`src/cpa_pkg.sv`:
```
`timescale 1ns / 1ps
package cpa_pkg;

  localparam int DATA_W        = 32;
  localparam int PROD_W        = 64;
  localparam int WIDE_W        = 66;
  localparam int QUO_W         = 32;
  localparam int REM_W         = PROD_W + QUO_W;
  localparam int CFG_W         = 32;
  localparam int FRAC_BITS_DEF = 16;

  localparam logic signed [DATA_W-1:0] SMAX = 32'sh7FFF_FFFF;
  localparam logic signed [DATA_W-1:0] SMIN = 32'sh8000_0000;

  typedef enum logic [1:0] {
    OP_ADD,
    OP_SUB,
    OP_MUL,
    OP_DIV
  } op_t;

  localparam logic [1:0] CFG_ARITH_OP     = 2'd0;
  localparam logic [1:0] CFG_USE_SCALAR   = 2'd1;
  localparam logic [1:0] CFG_COMPLEX_MODE = 2'd2;
  localparam logic [1:0] CFG_SCALAR_VALUE = 2'd3;

  typedef struct packed {
    op_t  op;
    logic use_scalar;
    logic cplx;
  } ctrl_t;

  typedef struct packed {
    logic signed [DATA_W-1:0] val;
    logic                     sat;
  } sres_t;

  typedef struct packed {
    logic [PROD_W-1:0]        num;
    logic [PROD_W-1:0]        den;
    logic                     neg;
    logic                     use_div;
    logic signed [DATA_W-1:0] byp;
    logic                     sat;
    logic                     skip;
  } prep_t;

  typedef struct packed {
    logic [REM_W-1:0]         rem;
    logic [REM_W-1:0]         dsh;
    logic [QUO_W-1:0]         quo;
    logic                     ovf;
    logic                     neg;
    logic                     use_div;
    logic signed [DATA_W-1:0] byp;
    logic                     sat;
    logic                     skip;
  } div_t;

  // Clamp a wide signed value to the 32-bit range
  function automatic sres_t sat_wide(input logic signed [WIDE_W-1:0] x);
    sres_t s;
    if (x > 66'sd2147483647) begin
      s.val = SMAX;
      s.sat = 1'b1;
    end else if (x < -66'sd2147483648) begin
      s.val = SMIN;
      s.sat = 1'b1;
    end else begin
      s.val = x[DATA_W-1:0];
      s.sat = 1'b0;
    end
    return s;
  endfunction

  // Sign and quotient magnitude (at most 2^32) to a clamped value
  function automatic sres_t sat_quo(input logic neg, input logic [QUO_W:0] q);
    sres_t s;
    if (!neg) begin
      if (q > 33'h0_7FFF_FFFF) begin
        s.val = SMAX;
        s.sat = 1'b1;
      end else begin
        s.val = q[DATA_W-1:0];
        s.sat = 1'b0;
      end
    end else begin
      if (q > 33'h0_8000_0000) begin
        s.val = SMIN;
        s.sat = 1'b1;
      end else begin
        s.val = ~q[DATA_W-1:0] + 32'sd1;
        s.sat = 1'b0;
      end
    end
    return s;
  endfunction

endpackage

```
`src/cpa_cell.sv`:
```
`timescale 1ns / 1ps
module cpa_cell import cpa_pkg::*; (
  input  logic clk,
  input  logic en,
  input  div_t din,
  output div_t dout
);

  div_t dnext;

  // one restoring step: subtract the aligned divisor if it fits, then halve it
  always_comb begin
    dnext     = din;
    dnext.dsh = din.dsh >> 1;
    if (din.rem >= din.dsh) begin
      dnext.rem = din.rem - din.dsh;
      dnext.quo = {din.quo[QUO_W-2:0], 1'b1};
    end else begin
      dnext.quo = {din.quo[QUO_W-2:0], 1'b0};
    end
  end

  always_ff @(posedge clk) begin
    if (en) begin
      dout <= dnext;
    end
  end

endmodule

```
`config.mk`:
```
export PLATFORM = sky130hd
export DESIGN_NAME = cpa_cell
export DESIGN_NICKNAME = d
export VERILOG_FILES = /design/src/cpa_pkg.sv /design/src/cpa_cell.sv
export SDC_FILE = /design/constraint.sdc
export NUM_CORES = 1
export LEC_CHECK = 0
export BUFFER_PORTS_ARGS = -buffer_cell sky130_fd_sc_hd__buf_2
export CELL_PAD_IN_SITES_DETAIL_PLACEMENT = 2
export CELL_PAD_IN_SITES_GLOBAL_PLACEMENT = 2
export CORE_MARGIN = 2
export CORE_UTILIZATION = 31
export DETAILED_ROUTE_END_ITERATION = 12
export GPL_ROUTABILITY_DRIVEN = 0
export PLACE_DENSITY_LB_ADDON = 0.1
export SYNTH_ARGS = -nofsm -noshare
export SYNTH_HDL_FRONTEND = slang
export SYNTH_SLANG_ARGS = --single-unit
```
`constraint.sdc`:
```
create_clock -name clk -period 4.1 [get_ports clk]
set_clock_uncertainty 0.2 [all_clocks]
set_input_delay 0.82 -clock clk [delete_from_list [all_inputs] [get_ports clk]]
set_output_delay 0.82 -clock clk [all_outputs]
set_load 0.05 [all_outputs]
```
==> flow_summary.yaml, run 1 <==
status:
  outcome: "finished clean"
cells_and_area:
  regMostFlops: "dout"
  reg_top3: "dout x260"
  area_delta_synth_final_pct: 37.50
  drive_gt1_frac: 0.3605
  final_net_count: 2646
  finalInstanceArea_mm2: 0.02181
  largest_reg_flops: 260
flow_run:
  max_cap_violations: 0
routing:
  vias_per_cell: 5.077
  vias: 15180
  routed_wl_mm: 67.05
  drtAntennaViolNets: 0
  drc_errors: 0
  drt_iter0_drc: 512
  drt_pass1_iterations: 5
  wl_per_cell_um: 22.43
sta:
  fmax_mhz: 266.9
  setup_tns_ns: 0
  whs_ns: 0.1894
  final-setup-viol-count: 0
  slew_viol_final: 0
  tightest_slew_ns: 0.7540
  slew_headroom: 0.4920
  period_needed_ns: 3.746
  hold_viol_final: 0
  rsz0062_at_grt: "false"
  timing.final.crit_share: 0.9137
grt:
  grt_pass1_wl_mm: 101.2
  grt_max_degree: 75
  antenna_found_initial: 10
  gr-total-overflow: 0
  grt_pass1_vias: 16870
  track_usage: 0.2462
synth:
  yosysSeqAreaShare: 0.4922
  yosysMostFrequentCell: "edfxtp_1"
  async_reset_ff_frac: 0
  synth-edff-count: 260
  yosysTopAreaCell: "edfxtp_1"
  ys.flop_type: "edfxtp_1"
  netlist_area_mm2: 0.01586
  syn_area_per_cell_um2: 10.02
  synth.top_cells.by_count: "260 x edfxtp_1, 184 x nand2_1, 138 x a21oi_1, 130 x inv_1, 115 x o21ai_0"
  yosys-top-cells-area: "edfxtp_1 49%, ha_1 7.6%, a21oi_1 4.4%"
  ys_ff_latch: 260
  postSynthCellCount: 1583
  ys_types: 84
  synth_nets: 1943
  ys_warn_count: 0
  netlist.area_leader.share: 0.4922
clock_tree:
  cts_sinks: 260
  cts_tree: "yes"
  cts.path.max_buffers: 3
  h-tree-depth: 1
  cts.reportedPaths.clkPinSlew_ns: 0.06
  postCtsSetupBuffers: 0
  cts_made_buffers: 31
  cts_resized: 0
  cts.hold.buffers_added: 0
  cts_root_buffer: "clkbuf_16"
power:
  ir_drop_uv: 307.2
  p_per_area_mw_per_mm2: 439.3
  p_int_w: 0.005964
  pwr-share-clk: 0.296
  power.switching_w: 0.003619
  leakagePower_nw: 9.733
  combinationalPowerShare: 0.353
  power_frac_seq: 0.351
  switching_share: 0.3777
setup_path:
  cp-start-kind: "input pin"
  crit_fanout: 4
  worstPathRequired_ns: 4.25
  end_kind: "flip-flop"
  arrival_ns: 3.90
  worstSetupPathType: "input pin to flip-flop"
placement:
  io_buffer_count: 521
  placed_cell_area_mm2: 0.02077
  hpwlAfterDp_mm: 55.12
floorplan:
  rows: 82
  die_h_um: 230.2
  dieWidth_um: 230.2
  dieArea_mm2: 0.05300
  pin_count: 524
  initial_core_util: 0.3149
  core-area_mm2: 0.05038
worst_hold_path:
  whs_path_depth: 1
  worstHoldPathType: "input pin to flip-flop"
stage by stage:
step                      power, W  setup slack (ns)  cells  utilization
after floorplan           0.005513            0.4275   1583            -
final                     0.009584            0.3539   2990       0.4330
after CTS                 0.009691            0.3581   2983       0.4327
after global routing       0.01002            0.1546   2989       0.4330
after global placement    0.006693           -0.2232   2925       0.4123
after detailed placement  0.006804           -0.2549   2925       0.4123
power by group through the flow:
| stage | Sequential, W | Combinational [W] | Clock, W |
|---|---|---|---|
| after floorplan | 0.00441 | 0.00111 | 0 |
| after global placement | 0.00339 | 0.00330 | 0 |
| after detailed placement | 0.00341 | 0.00339 | 0 |
| after CTS | 0.00337 | 0.00342 | 0.00291 |
| after global routing | 0.00339 | 0.00363 | 0.00300 |
| final | 0.00336 | 0.00338 | 0.00284 |
final cells by class:
type	instances	area, µm²
sequential	260	7807
inverter	132	495.5
clock buffer	35	790.8
timing repair buffer	739	4392
tap	672	840.8
antenna	7	17.52
fill	5551	28560
multi-input combinational	1122	7234
clock inverter	23	235.2
cells by family (layout without fill, tap and decap cells):
group | after synthesis | in the layout | share of synthesized area
other cells | 1 | 8 | 0.0002364
fa+ha+maj | 97 | 97 | 0.07698
simple gates | 453 | 453 | 0.1391
flops | 260 | 260 | 0.4922
compound gates | 487 | 487 | 0.1920
mux | 4 | 4 | 0.002682
xor+xnor | 80 | 80 | 0.04417
buf+inv | 201 | 929 | 0.05269
final timing paths:
| path | from | to | slack, ns |
|---|---|---|---|
| hold / removal | din[51] | dout[52] | 0.19 |
| setup / recovery | din[107] | dout[255] | 0.35 |
cells in the final DEF, fill, tap and decap left out, types with 54 or more instances in the layout:
| cell type | synthesis | final |
|---|---|---|
| nor2_1 | 90 | 90 |
| nand4_1 | 54 | 54 |
| inv_1 | 130 | 130 |
| nand2_1 | 184 | 184 |
| a21oi_1 | 138 | 138 |
| ha_1 | 96 | 96 |
| o21ai_1 | 59 | 59 |
| edfxtp_1 | 260 | 260 |
| o21ai_0 | 115 | 115 |
| buf_2 | 20 | 520 |
| buf_4 | 9 | 207 |
per-layer routing:
layer	vias to the layer above	track usage	wire (µm)
li1	7216	-	-
met3	80	0.04849	3685
met5	-	0	49
met4	8	0.05605	1521
met2	403	0.4479	34220
met1	7472	0.2982	27570
critical path, stage by stage:
cell       delay (ns)
buf_2            0.13
inv_1            0.06
ha_1             0.38
nand4_1          0.15
or2_2            0.33
nor4_1           0.35
buf_4            0.19
nand3_1          0.09
buf_4            0.17
a2111oi_2        0.36
buf_4            0.20
o21ai_1          0.12
a21oi_1          0.21
o21ai_0          0.12
a31o_1           0.21
Power figures use the tool's default switching activity.
==> run 2, diff against run 1 <==
- CORE_MARGIN: 2 -> 5
==> flow_summary.yaml, run 2 (synthesis results as in run 1) <==
status:
  outcome: "finished clean"
sta:
  whs_ns: 0.2442
  fmax_mhz: 258.5
  tightest_slew_ns: 0.8122
  final-setup-viol-count: 0
  period_needed_ns: 3.868
  hold_viol_final: 0
  slew_viol_final: 0
  slew_headroom: 0.4528
  rsz0062_at_grt: "false"
  timing.final.crit_share: 0.9434
grt:
  grt_pass1_wl_mm: 102.2
  track_usage: 0.2329
  antenna_found_initial: 18
  gr-total-overflow: 0
  grt_pass1_vias: 16810
  grt_max_degree: 82
routing:
  drc_errors: 0
  dr_wl_met3_mm: 4.174
  drt_iter0_drc: 629
  routed.top_layer: "met5"
  vias_per_cell: 5.087
  met2_length_mm: 34.32
  drtAntennaViolNets: 0
  wl_per_cell_um: 22.73
  wl_met1_mm: 28.21
  vias: 15250
  drt_pass1_iterations: 5
  routed_wl_mm: 68.12
setup_path:
  arrival_ns: 3.97
  worstPathRequired_ns: 4.20
  crit_fanout: 3
  end_kind: "flip-flop"
  cp-start-kind: "input pin"
  worstSetupPathType: "input pin to flip-flop"
floorplan:
  dieWidth_um: 236.2
  die_h_um: 236.2
  dieArea_mm2: 0.05580
  rows: 83
  core-area_mm2: 0.05099
  initial_core_util: 0.3111
  pin_count: 524
clock_tree:
  cts_made_buffers: 34
  cts_sinks: 260
  cts.hold.buffers_added: 0
  cts_root_buffer: "clkbuf_16"
  cts_tree: "yes"
  h-tree-depth: 2
  cts.reportedPaths.clkPinSlew_ns: 0.06
  cts.path.max_buffers: 3
flow_run:
  max_cap_violations: 0
cells_and_area:
  largest_reg_flops: 260
  layout_common_cells: "520 x buf_2, 260 x edfxtp_1, 208 x buf_4, 184 x nand2_1, 138 x a21oi_1"
  reg_top3: "dout x260"
  final_util: 0.4275
  final_net_count: 2647
  layout_commonest_cell: "buf_2"
  regMostFlops: "dout"
  drive_gt1_frac: 0.3602
  area_delta_synth_final_pct: 37.40
worst_hold_path:
  worstHoldPathType: "input pin to flip-flop"
power:
  p_per_area_mw_per_mm2: 440.3
  leakagePower_nw: 9.709
  ir_drop_uv: 260.0
placement:
  io_buffer_count: 521
  hpwlAfterDp_mm: 56.17
## run 2: cell types whose count changed in the layout (fill, tap and decap cells not counted), moves of 2 or more
cell / delta
clkinv_2: -4
bufinv_16: -2
buf_12: -3
clkinv_1: -5
clkbuf_1: +7
clkbuf_16: +3
inv_6: +2
## run 2: final cells by class
class	count	area (µm²)
fill	5646	29190
sequential	260	7807
multi-input combinational	1122	7246
timing repair buffer	737	4339
clock buffer	45	892.1
tap	680	850.8
inverter	132	495.5
clock inverter	14	148.9
antenna	7	17.52
## run 2: stage by stage
| step | instances | cell area [µm²] | setup slack, ns | TNS, ns | total power (W) |
|---|---|---|---|---|---|
| 2_1_floorplan | 1583 | 15860 | 0.4275 | 0 | 0.005513 |
| 5_1_grt | 2995 | 21790 | 0.0006581 | 0 | 0.01006 |
| 3_3_place_gp | 2931 | 20730 | -0.3710 | -14.40 | 0.006683 |
| 3_5_place_dp | 2931 | 20730 | -0.4802 | -23.59 | 0.006783 |
| 4_1_cts | 2990 | 21770 | 0.1048 | 0 | 0.009723 |
| 6_report | 2997 | 21800 | 0.2319 | 0 | 0.009596 |
## run 2: per-layer routing
metal  global-route usage  vias up
met4              0.05073       14
li1                     -     7227
met1               0.2837     7520
met5                    0        -
met2               0.4201      397
met3              0.05495       89
## run 2: path summary, 6_finish.rpt
path                  depth (start not counted)     start        end
worst max-delay path                         17  din[165]  dout[255]
worst min-delay path                          1   din[10]   dout[10]
## run 2: what timing repair did
| item | in CTS | in global routing |
|---|---|---|
| buffers inserted | 0 | 0 |
| setup endpoints to repair | 0 | 2 |
| endpoints found under the hold margin | 0 | 0 |
| resized for setup | 0 | 2 |
## run 2: power breakdown
part | internal, W | total, W | leakage (nW) | switching (W)
Combinational | 0.00103 | 0.00336 | 6.67 | 0.00233
Sequential | 0.00328 | 0.00336 | 2.54 | 0.0000836
Clock | 0.00167 | 0.00287 | 0.498 | 0.00120
## run 2: worst max-delay path, cell delays in order
cell and delay, ns:
buf_2 0.10, inv_1 0.04, ha_1 0.21, fa_1 0.42, nor2b_1 0.19, buf_4 0.14, o21ba_2 0.12, o2111ai_1 0.14
o2111ai_2 0.14, nand3_1 0.17, buf_4 0.18, a2111oi_2 0.40, buf_4 0.21, o21ai_1 0.12, a21oi_1 0.22, o21ai_0 0.12
a31o_1 0.21
